**src/design/pcsp_pkg.sv**
```systemverilog
// Shared types and constant tables for the plane/cube slice block.
`default_nettype none

package pcsp_pkg;

	localparam int CW    = 17;	// coordinate field width
	localparam int NW    = 16;	// normal component width
	localparam int TW    = 8;	// tag width
	localparam int NEDGE = 12;
	localparam int NPTS  = 6;	// max crossings of a plane with a cube

	localparam logic [3:0] LAST_EDGE   = 4'd11;
	localparam logic [2:0] LAST_CORNER = 3'd7;
	localparam logic [1:0] LAST_AXIS   = 2'd2;

	// cube edges, corner numbering as in the corner masks below
	localparam logic [2:0] EDGE_FROM [NEDGE] = '{3'd0, 3'd3, 3'd7, 3'd4, 3'd0, 3'd4,
		3'd5, 3'd1, 3'd0, 3'd1, 3'd2, 3'd3};
	localparam logic [2:0] EDGE_TO [NEDGE] = '{3'd1, 3'd2, 3'd6, 3'd5, 3'd3, 3'd7,
		3'd6, 3'd2, 3'd4, 3'd5, 3'd6, 3'd7};
	localparam logic [1:0] EDGE_AXIS [NEDGE] = '{2'd0, 2'd0, 2'd0, 2'd0, 2'd1, 2'd1,
		2'd1, 2'd1, 2'd2, 2'd2, 2'd2, 2'd2};

	// bit c set: corner c sits at 1.0 on that axis
	localparam logic [7:0] CORNER_MASK [3] = '{8'b0110_0110, 8'b1100_1100, 8'b1111_0000};

	typedef struct packed {
		logic       load;		// capture input transaction
		logic       mac;		// issue one distance product
		logic       mac_first;
		logic       mac_last;
		logic [2:0] corner;
		logic [1:0] axis;
		logic [3:0] edge_idx;
		logic       rd;		// read both end distances of edge_idx
		logic       div_init;
		logic       div_step;
		logic       pt_wr;		// store crossing point of edge_idx
		logic       emit;		// pick next vertex into output register
		logic       emit_first;
		logic       emit_last;
	} pcsp_cmd_t;

	typedef struct packed {
		logic       differ;	// ends of edge_idx on opposite sides
		logic       out_free;
		logic [2:0] cnt;		// points found so far
	} pcsp_stat_t;

endpackage

`default_nettype wire

```
**src/design/pcsp_dp.sv**
```systemverilog
// Datapath: corner distances, edge division, point store, chaining pick, output register.
`default_nettype none

module pcsp_dp import pcsp_pkg::*; #(
	parameter int FRAC_BITS = 16
) (
	input  wire logic                 clk,
	input  wire logic                 arst_n,
	input  wire pcsp_cmd_t            cmd,
	output pcsp_stat_t                st,
	input  wire logic [TW-1:0]        plane_number,
	input  wire logic [CW-1:0]        origin_x,
	input  wire logic [CW-1:0]        origin_y,
	input  wire logic [CW-1:0]        origin_z,
	input  wire logic signed [NW-1:0] normal_x,
	input  wire logic signed [NW-1:0] normal_y,
	input  wire logic signed [NW-1:0] normal_z,
	input  wire logic                 out_stall,
	output logic                      out_valid,
	output logic [TW-1:0]             plane_tag,
	output logic [CW-1:0]             vertex_x,
	output logic [CW-1:0]             vertex_y,
	output logic [CW-1:0]             vertex_z,
	output logic                      last_vertex
);

	localparam int BW  = (FRAC_BITS > CW ? FRAC_BITS : CW) + 2;	// corner offset
	localparam int PRW = BW + NW;					// product
	localparam int DW  = PRW + 2;					// distance
	localparam int PW  = FRAC_BITS + 1;				// point coordinate

	localparam logic signed [BW-1:0] ONE_T =
		{{(BW-FRAC_BITS-1){1'b0}}, 1'b1, {FRAC_BITS{1'b0}}};
	localparam logic [PW-1:0] ONE_P = {1'b1, {FRAC_BITS{1'b0}}};

	logic [TW-1:0]        tag_q;
	logic [CW-1:0]        org_q [3];
	logic signed [NW-1:0] nrm_q [3];

	// distance products
	logic signed [NW-1:0]  n_sel;
	logic signed [BW-1:0]  o_ext;
	logic signed [BW-1:0]  term;
	logic signed [PRW-1:0] prod_c;
	logic signed [PRW-1:0] prod_s1;
	logic                  mac_v_s1, first_s1, last_s1;
	logic [2:0]            corner_s1;
	logic signed [DW-1:0]  acc_q, acc_sum;
	logic [DW-1:0]         dist_mem [8];
	logic [7:0]            outside_q;

	// division
	logic [DW-1:0]   da_q, db_q, ma, mb;
	logic [DW:0]     r_q, s_q;
	logic [DW+1:0]   r2, r2_sub;
	logic            ge;
	logic [PW-1:0]   q_q, weight;
	logic            mbz_q;

	// points and chaining
	logic [PW-1:0]   pts_q [NPTS][3];
	logic [PW-1:0]   cur_q [3];
	logic [2:0]      cnt_q;
	logic [NPTS-1:0] used_q, avail, pick_vec;
	logic [NPTS-1:0] m [3];
	logic [2:0]      face;
	logic [2:0]      sel;
	logic            out_valid_q;

	assign n_sel  = nrm_q[cmd.axis];
	assign o_ext  = BW'(org_q[cmd.axis]);
	assign term   = CORNER_MASK[cmd.axis][cmd.corner] ? (ONE_T - o_ext) : -o_ext;
	assign prod_c = PRW'(n_sel) * PRW'(term);

	assign acc_sum = (first_s1 ? DW'(0) : acc_q) + DW'(prod_s1);

	always_ff @(posedge clk) begin
		if (cmd.load) begin
			tag_q    <= plane_number;
			org_q[0] <= origin_x;
			org_q[1] <= origin_y;
			org_q[2] <= origin_z;
			nrm_q[0] <= normal_x;
			nrm_q[1] <= normal_y;
			nrm_q[2] <= normal_z;
		end
		prod_s1   <= prod_c;
		first_s1  <= cmd.mac_first;
		last_s1   <= cmd.mac_last;
		corner_s1 <= cmd.corner;
		if (mac_v_s1) begin
			acc_q <= acc_sum;
			if (last_s1) begin
				dist_mem[corner_s1]  <= acc_sum;
				outside_q[corner_s1] <= ~acc_sum[DW-1];
			end
		end
		if (cmd.rd) begin
			da_q <= dist_mem[EDGE_FROM[cmd.edge_idx]];
			db_q <= dist_mem[EDGE_TO[cmd.edge_idx]];
		end
	end

	assign st.differ = outside_q[EDGE_FROM[cmd.edge_idx]] ^ outside_q[EDGE_TO[cmd.edge_idx]];

	// restoring division, one quotient bit a cycle
	assign ma     = da_q[DW-1] ? -da_q : da_q;
	assign mb     = db_q[DW-1] ? -db_q : db_q;
	assign r2     = {r_q, 1'b0};
	assign ge     = r2 >= {1'b0, s_q};
	assign r2_sub = r2 - {1'b0, s_q};
	assign weight = mbz_q ? ONE_P : q_q;

	always_ff @(posedge clk) begin
		if (cmd.div_init) begin
			r_q   <= {1'b0, ma};
			s_q   <= {1'b0, ma} + {1'b0, mb};
			q_q   <= '0;
			mbz_q <= (mb == '0);
		end else if (cmd.div_step) begin
			r_q <= ge ? r2_sub[DW:0] : r2[DW:0];
			q_q <= {q_q[PW-2:0], ge};
		end
		if (cmd.pt_wr && cnt_q != 3'(NPTS)) begin
			for (int k = 0; k < 3; k++) begin
				pts_q[cnt_q][k] <= (2'(k) == EDGE_AXIS[cmd.edge_idx]) ? weight :
					(CORNER_MASK[k][EDGE_FROM[cmd.edge_idx]] ? ONE_P : '0);
			end
		end
	end

	// next-vertex selection along shared faces
	always_comb begin
		for (int j = 0; j < NPTS; j++) begin
			avail[j] = (3'(j) < cnt_q) && !used_q[j];
		end
		for (int a = 0; a < 3; a++) begin
			face[a] = (cur_q[a] == '0) || (cur_q[a] == ONE_P);
			for (int j = 0; j < NPTS; j++) begin
				m[a][j] = avail[j] && (pts_q[j][a] == cur_q[a]);
			end
		end
	end

	always_comb begin
		logic found;
		found    = 1'b0;
		pick_vec = '0;
		if (cmd.emit_first) begin
			pick_vec = NPTS'(1);
		end else begin
			if (!cmd.emit_last) begin
				for (int a = 0; a < 3; a++) begin
					if (!found && face[a] && (|m[a])) begin
						pick_vec = m[a];
						found    = 1'b1;
					end
				end
			end
			if (!found) begin
				pick_vec = avail;
			end
		end
		sel = '0;
		for (int j = NPTS - 1; j >= 0; j--) begin
			if (pick_vec[j]) begin
				sel = 3'(j);
			end
		end
	end

	assign st.out_free = !out_valid_q || !out_stall;
	assign st.cnt      = cnt_q;

	always_ff @(posedge clk or negedge arst_n) begin
		if (!arst_n) begin
			mac_v_s1    <= 1'b0;
			cnt_q       <= '0;
			used_q      <= '0;
			out_valid_q <= 1'b0;
		end else begin
			mac_v_s1 <= cmd.mac;
			if (cmd.load) begin
				cnt_q  <= '0;
				used_q <= '0;
			end else if (cmd.pt_wr && cnt_q != 3'(NPTS)) begin
				cnt_q <= cnt_q + 3'd1;
			end
			if (cmd.emit) begin
				used_q[sel] <= 1'b1;
				out_valid_q <= 1'b1;
			end else if (!out_stall) begin
				out_valid_q <= 1'b0;
			end
		end
	end

	always_ff @(posedge clk) begin
		if (cmd.emit) begin
			cur_q       <= pts_q[sel];
			plane_tag   <= tag_q;
			vertex_x    <= CW'(pts_q[sel][0]);
			vertex_y    <= CW'(pts_q[sel][1]);
			vertex_z    <= CW'(pts_q[sel][2]);
			last_vertex <= cmd.emit_last;
		end
	end

	assign out_valid = out_valid_q;

endmodule

`default_nettype wire

```
**src/design/pcsp_ctrl.sv**
```systemverilog
// Controller: sequences distance, edge division and vertex chaining for one plane.
`default_nettype none

module pcsp_ctrl import pcsp_pkg::*; #(
	parameter int FRAC_BITS = 16
) (
	input  wire logic       clk,
	input  wire logic       arst_n,
	input  wire logic       in_valid,
	output logic            in_stall,
	input  wire pcsp_stat_t st,
	output pcsp_cmd_t       cmd
);

	localparam int DCW = $clog2(FRAC_BITS);

	typedef enum logic [2:0] {
		ST_IDLE, ST_DIST, ST_DRAIN, ST_EDGE_RD, ST_EDGE_LD, ST_DIV, ST_PT_WR, ST_CHAIN
	} state_t;

	state_t         state_q;
	logic [2:0]     corner_q;
	logic [1:0]     axis_q;
	logic [3:0]     edge_q;
	logic [DCW-1:0] div_q;
	logic [2:0]     emit_q;

	always_comb begin
		cmd            = '0;
		cmd.corner     = corner_q;
		cmd.axis       = axis_q;
		cmd.edge_idx   = edge_q;
		cmd.mac_first  = (axis_q == 2'd0);
		cmd.mac_last   = (axis_q == LAST_AXIS);
		cmd.emit_first = (emit_q == 3'd0);
		cmd.emit_last  = (emit_q == st.cnt - 3'd1);
		case (state_q)
			ST_IDLE:    cmd.load     = in_valid;
			ST_DIST:    cmd.mac      = 1'b1;
			ST_EDGE_RD: cmd.rd       = 1'b1;
			ST_EDGE_LD: cmd.div_init = 1'b1;
			ST_DIV:     cmd.div_step = 1'b1;
			ST_PT_WR:   cmd.pt_wr    = 1'b1;
			ST_CHAIN:   cmd.emit     = (st.cnt != 3'd0) && st.out_free;
			default:    ;
		endcase
	end

	assign in_stall = (state_q != ST_IDLE);

	always_ff @(posedge clk or negedge arst_n) begin
		if (!arst_n) begin
			state_q  <= ST_IDLE;
			corner_q <= '0;
			axis_q   <= '0;
			edge_q   <= '0;
			div_q    <= '0;
			emit_q   <= '0;
		end else begin
			case (state_q)
				ST_IDLE: begin
					if (in_valid) begin
						state_q  <= ST_DIST;
						corner_q <= '0;
						axis_q   <= '0;
					end
				end
				ST_DIST: begin
					if (axis_q == LAST_AXIS) begin
						axis_q   <= '0;
						corner_q <= corner_q + 3'd1;
						if (corner_q == LAST_CORNER) begin
							state_q <= ST_DRAIN;
						end
					end else begin
						axis_q <= axis_q + 2'd1;
					end
				end
				ST_DRAIN: begin
					edge_q  <= '0;
					state_q <= ST_EDGE_RD;
				end
				ST_EDGE_RD: begin
					if (st.differ) begin
						state_q <= ST_EDGE_LD;
					end else if (edge_q == LAST_EDGE) begin
						emit_q  <= '0;
						state_q <= ST_CHAIN;
					end else begin
						edge_q <= edge_q + 4'd1;
					end
				end
				ST_EDGE_LD: begin
					div_q   <= '0;
					state_q <= ST_DIV;
				end
				ST_DIV: begin
					div_q <= div_q + DCW'(1);
					if (div_q == DCW'(FRAC_BITS - 1)) begin
						state_q <= ST_PT_WR;
					end
				end
				ST_PT_WR: begin
					if (edge_q == LAST_EDGE) begin
						emit_q  <= '0;
						state_q <= ST_CHAIN;
					end else begin
						edge_q  <= edge_q + 4'd1;
						state_q <= ST_EDGE_RD;
					end
				end
				ST_CHAIN: begin
					if (st.cnt == 3'd0) begin
						state_q <= ST_IDLE;
					end else if (st.out_free) begin
						emit_q <= emit_q + 3'd1;
						if (cmd.emit_last) begin
							state_q <= ST_IDLE;
						end
					end
				end
				default: state_q <= ST_IDLE;
			endcase
		end
	end

endmodule

`default_nettype wire

```
**src/design/plane_cube_slice_polygon.sv**
```systemverilog
// Top level of the plane / unit cube cross-section polygon block.
//
// One input transaction describes a plane (origin, Q1.FRAC_BITS unsigned; direction,
// Q1.15 signed). The block returns the polygon where that plane cuts the unit cube,
// one output transaction per vertex, 3 to 6 of them, ordered by walking shared cube
// faces, each tagged with the plane number; last_vertex marks the final one. A plane
// that misses the cube, or has a zero direction, returns nothing. Corners with zero
// distance count as outside. Planes are processed one at a time, in steps: the corner
// distances from one shared multiplier, a drain step, a sweep over the cube edges, a
// restoring divider that produces one weight bit per cycle for each cut edge (plus a
// load and a store step), the vertices emitted one at a time, waiting while the output
// is stalled, and an idle state to take the next plane. The last vertex sits in the
// output register while the next plane is taken in.
`default_nettype none

module plane_cube_slice_polygon import pcsp_pkg::*; #(
	parameter int FRAC_BITS = 16
) (
	input  wire logic                 clk,
	input  wire logic                 arst_n,
	input  wire logic                 in_valid,
	output logic                      in_stall,
	input  wire logic [TW-1:0]        plane_number,
	input  wire logic [CW-1:0]        origin_x,
	input  wire logic [CW-1:0]        origin_y,
	input  wire logic [CW-1:0]        origin_z,
	input  wire logic signed [NW-1:0] normal_x,
	input  wire logic signed [NW-1:0] normal_y,
	input  wire logic signed [NW-1:0] normal_z,
	output logic                      out_valid,
	input  wire logic                 out_stall,
	output logic [TW-1:0]             plane_tag,
	output logic [CW-1:0]             vertex_x,
	output logic [CW-1:0]             vertex_y,
	output logic [CW-1:0]             vertex_z,
	output logic                      last_vertex
);

	pcsp_cmd_t  cmd;
	pcsp_stat_t st;

	// sequencer: owns all loop counters, datapath only sees commands
	pcsp_ctrl #(.FRAC_BITS(FRAC_BITS)) u_ctrl (
		.clk      (clk),
		.arst_n   (arst_n),
		.in_valid (in_valid),
		.in_stall (in_stall),
		.st       (st),
		.cmd      (cmd)
	);

	pcsp_dp #(.FRAC_BITS(FRAC_BITS)) u_dp (
		.clk          (clk),
		.arst_n       (arst_n),
		.cmd          (cmd),
		.st           (st),
		.plane_number (plane_number),
		.origin_x     (origin_x),
		.origin_y     (origin_y),
		.origin_z     (origin_z),
		.normal_x     (normal_x),
		.normal_y     (normal_y),
		.normal_z     (normal_z),
		.out_stall    (out_stall),
		.out_valid    (out_valid),
		.plane_tag    (plane_tag),
		.vertex_x     (vertex_x),
		.vertex_y     (vertex_y),
		.vertex_z     (vertex_z),
		.last_vertex  (last_vertex)
	);

endmodule

`default_nettype wire

```
**config.mk**
```make
export PLATFORM = sky130hd
export DESIGN_NAME = plane_cube_slice_polygon
export DESIGN_NICKNAME = d
export VERILOG_FILES = /design/src/design/pcsp_pkg.sv /design/src/design/pcsp_dp.sv /design/src/design/pcsp_ctrl.sv /design/src/design/plane_cube_slice_polygon.sv
export SDC_FILE = /design/constraint.sdc
export NUM_CORES = 2
export LEC_CHECK = 0
export BUFFER_PORTS_ARGS = -buffer_cell sky130_fd_sc_hd__buf_2
export CAP_MARGIN = 40
export CORE_MARGIN = 2
export CORE_UTILIZATION = 39
export CTS_BUF_LIST = sky130_fd_sc_hd__clkbuf_4
export DETAILED_ROUTE_END_ITERATION = 6
export GPL_ROUTABILITY_DRIVEN = 0
export PLACE_DENSITY = 0.64
export SLEW_MARGIN = 20
export SYNTH_ARGS = -nofsm -noshare
export SYNTH_HDL_FRONTEND = slang
export SYNTH_SLANG_ARGS = --single-unit
```
**constraint.sdc**
```tcl
create_clock -name clk -period 9.3 [get_ports clk]
set_input_delay 0.465 -clock clk [delete_from_list [all_inputs] [get_ports clk]]
set_output_delay 0.465 -clock clk [all_outputs]
set_load 0.005 [all_outputs]
```
==> run summary <==
Critical path's slowest cell: fa_1. The synthesized-area fraction occupied by ao, oa, aoi and oai cells works out to 8.04%. For the starting density of the core, the log shows 39.2%.

After detailed routing, the average wire length per cell comes to 21.6 um. In this design, the stage delay of the slowest critical-path cell is 0.56 ns. Summing all multi-input logic gate instances after layout gives 0.0314 mm2. The number of global-route vias before repair is 46.4k, and the ratio of final minimum period to clock period is 95.0%. For the setup TNS after final layout, the log shows 0 ns. For the number of warnings issued by yosys, the log shows 0. Setup repair after global routing left no endpoint under its margin.

The run gives 121 mm as the total half-perimeter wirelength after legalization and detailed placement. Counting stages on the worst path, the most repeated cell is fa_1. The worst setup path is launched from a register.

The tools report the number of hold violations in the final report as 0. The final reports fail on DRC. The number of H-tree levels was 5. The mux cell area share after synthesis works out to 8.98%. By area, the combinational part of the netlist is dominated by adder cells.

The count of buffers inserted at the top-level ports came out at 172. For the detailed-router iteration count before antenna repair, the log shows 7. The tools report the register area as 0.0309 mm2.

After the first detailed-routing iteration, the DRC count stood at 4363. For the final worst slack, the log shows 0.469 ns. The logs give 1 for the remaining design rule violation count and 47.8% for the sequential cell area fraction in the yosys report.

The share of the synthesized netlist area taken by xor and xnor gates was 7.42%; the clock insertion delay at the later pin of the skew report was 1.26 ns. At the worst endpoint, the arrival time is 9.97 ns. The simple-gate share of the synthesized area was 10.1%; the vias per cell was 5.47.

The logs give 6516 for the post-layout net count and 113 MHz for the maximum clock frequency. STA classifies the critical path endpoint as a register. The clock period could shrink to 8.83 ns. TritonCTS built the clock tree. The tools report the data required time at the worst endpoint as 10.44 ns. Global routing used 20.8% of the available tracks across all layers.

The remaining max-slew budget at the tightest pin came out at 37.4%. The floorplan die height is 411 um. The wire length of the first global-routing pass is 271 mm, and the routed wire length is 178 mm. For this run the aggregate overflow at the end of global routing stands at 0. The number of max-slew violations in the final report is 0, and the total clock sinks is 1052. The cell count after synthesis came out at 5293. Summing every instance area after synthesis gives 0.0646 mm2. Measured slew at the worst slew-check pin: 0.925 ns. Clock buffer count from CTS: 295.

A synthesized cell averages 12.2 um2. Entering global routing, the biggest net connects 69 pins. The tools report the worst setup slack before clock tree synthesis as 0.207 ns. Floorplan row count: 149. The synthesized netlist net count is 5923, and the maximum net fanout on the critical path is 15. The core region is 0.165 mm2. The number of unique standard cell types used by synthesis was 92; the count of max-cap constraint violations was 0. Setup violations remaining at the end of the flow were counted as 0.

Fill cells in the final layout number 14.8k. In this run, synthesis produced a sequential element count of 1052. The cell chosen for the clock root is clkbuf_4.

The layout overhead on the synthesized area is 15.4%, and the area share of fa/ha/maj cells after synthesis is 13.6%. Top-level I/O count: 173. The run finished, with violations left. The path type of the worst setup path was reg2reg. The die covers 0.169 mm2. Across the routed clock network, the largest skew measured is 0.151 ns. The path class of the tightest hold or removal check is in2reg. The share of synthesized registers carrying an async set or reset was 2.85%; the initial antenna violation count was 4. Prevailing post-synth register cell: edfxtp_1.

The final route contains 45.2k vias. The share of the core filled with cells was 45.3%; the number of nets with antenna violations after detailed routing was 0. The number of enable flip-flop cells after synthesis works out to 964. Clock-pin slew was measured on the worst setup and hold paths at 0.07 ns.

The post-route netlist has 17.6% of its cells at a drive strength greater than 1. The floorplan step set the die width to 411 um. No sink is reached through more buffers than the 4 on the longest clock path.
-- path summary, 6_finish.rpt --
check,start,end,slack (ns),cells after the start
worst max-delay path,u_ctrl.axis_q[0],u_dp.prod_s1[33],0.47,33
worst min-delay path,out_stall,u_dp.out_valid,0.37,4
worst max register to register,u_ctrl.axis_q[0],u_dp.prod_s1[33],0.47,33
worst min register to register,u_dp.tag_q[3],u_dp.plane_tag[3],0.41,0
max in group asynchronous,arst_n,u_dp.mac_v_s1,8.62,4
min in group asynchronous,arst_n,u_ctrl.div_q[1],0.38,4
-- cell usage in the layout (no fill, tap or decap), types with 139 or more instances in the layout --
| master | netlist | final |
|---|---|---|
| edfxtp_1 | 964 | 964 |
| inv_1 | 457 | 454 |
| clkbuf_4 | 0 | 418 |
| nand2_1 | 341 | 341 |
| nor2_1 | 349 | 334 |
| xnor2_1 | 310 | 309 |
| fa_1 | 301 | 301 |
| xor2_1 | 237 | 236 |
| ha_1 | 218 | 218 |
| dlygate4sd3_1 | 0 | 218 |
| a21oi_1 | 204 | 200 |
| buf_2 | 21 | 180 |
| o21ai_0 | 166 | 166 |
| mux2i_1 | 153 | 152 |
| mux4_2 | 152 | 152 |
| nand3_1 | 140 | 139 |
-- through the flow --
step | std cells | instance area [um2] | hold WS, ns
5_1_grt | 8258 | 74500 | 0.251
3_5_place_dp | 7545 | 68700 | 0.406
2_1_floorplan | 5293 | 64600 | 0.169
6_report | 8261 | 74500 | 0.366
4_1_cts | 8237 | 74300 | 0.138
3_3_place_gp | 7515 | 68200 | 0.402
-- state kept, by name, summed over array words and instances, names as in the netlist, 35 cells and up --
| name | flops |
|---|---|
| u_dp.da_q | 37 |
| u_dp.prod_s1 | 35 |
| u_dp.dist_mem | 296 |
| u_dp.s_q | 38 |
| u_dp.db_q | 37 |
| u_dp.nrm_q | 48 |
| u_dp.pts_q | 306 |
| u_dp.org_q | 51 |
| u_dp.acc_q | 37 |
| u_dp.r_q | 38 |
-- cell type report --
type                    count  area share [%]
diodes                     10          0.0336
clock inverters            60           0.465
repair buffers            524            5.85
flip-flops and latches   1052            41.4
inverters                 458            2.31
clock buffers             413            4.16
well taps                2189            3.67
multi-input cells        3555            42.1
-- worst max-delay path, delay by kind of cell, from the launching register on --
family                     cells  cell delay, ns
buffers and inverters          5            0.41
and+or+nand+nor                9            1.69
AOI/OAI and AO/OA             10            2.43
muxes                          1            0.21
xor gates and xnor gates       1            0.14
adders and majority gates      7            3.38
DFF                            1            0.49
-- routing by layer --
metal  up-vias  routed length (um)  global-route usage (%)
met4         2                5700                    7.36
li1      20400                   -                       -
met2      2019               84400                    33.9
met1     22300               73200                    27.2
met5         -                  13                       0
met3       402               15100                    4.58
-- cell families after synthesis --
family	count (synthesis)
xor gates and xnor gates	547
DFF	1052
and+or+nand+nor	1335
AOI/OAI and AO/OA	773
adders and majority gates	520
muxes	380
buffers and inverters	686
-- Yosys cell counts, types with 9 or more instances --
| master | number | area (um2) |
|---|---|---|
| nor2_1 | 349 | 1310 |
| and2_1 | 68 | 425 |
| a21bo_1 | 25 | 250 |
| o211ai_1 | 9 | 67.6 |
| o21bai_1 | 20 | 150 |
| a21oi_1 | 204 | 1020 |
| inv_1 | 457 | 1720 |
| or3_1 | 19 | 119 |
| a21bo_2 | 27 | 270 |
| a31oi_1 | 14 | 87.6 |
| nand3_1 | 140 | 701 |
| nand2_1 | 341 | 1280 |
| or4_1 | 13 | 97.6 |
| and3_1 | 11 | 68.8 |
| o21ai_0 | 166 | 831 |
| dfxtp_1 | 58 | 1160 |
| o21a_1 | 45 | 338 |
| nor3_1 | 68 | 340 |
| clkbuf_1 | 174 | 653 |
| xor2_1 | 237 | 2080 |
| o31a_1 | 11 | 96.3 |
| xnor2_1 | 310 | 2720 |
| nor4_1 | 108 | 676 |
| a21o_1 | 57 | 428 |
| nor2b_1 | 64 | 400 |
| mux2i_1 | 153 | 1530 |
| ha_1 | 218 | 2730 |
| fa_1 | 301 | 6030 |
| dfrtp_1 | 30 | 751 |
| buf_1 | 29 | 109 |
| nand4_1 | 49 | 307 |
| o31ai_1 | 30 | 225 |
| o41ai_1 | 16 | 140 |
| mux4_2 | 152 | 3420 |
| a211oi_1 | 24 | 180 |
| buf_2 | 21 | 105 |
| edfxtp_1 | 964 | 28900 |
| mux2_2 | 75 | 845 |
| o221ai_1 | 53 | 464 |
| nand2b_1 | 45 | 282 |
-- timing repair --
item	CTS	global route
resized for setup	0	7
hold buffers	219	0
setup endpoints to repair	0	5
endpoints found under the hold margin	150	0
setup buffers	0	3
Power is not shown: default switching activity piles up to over one toggle a cycle in this logic, so the estimate is an artifact.
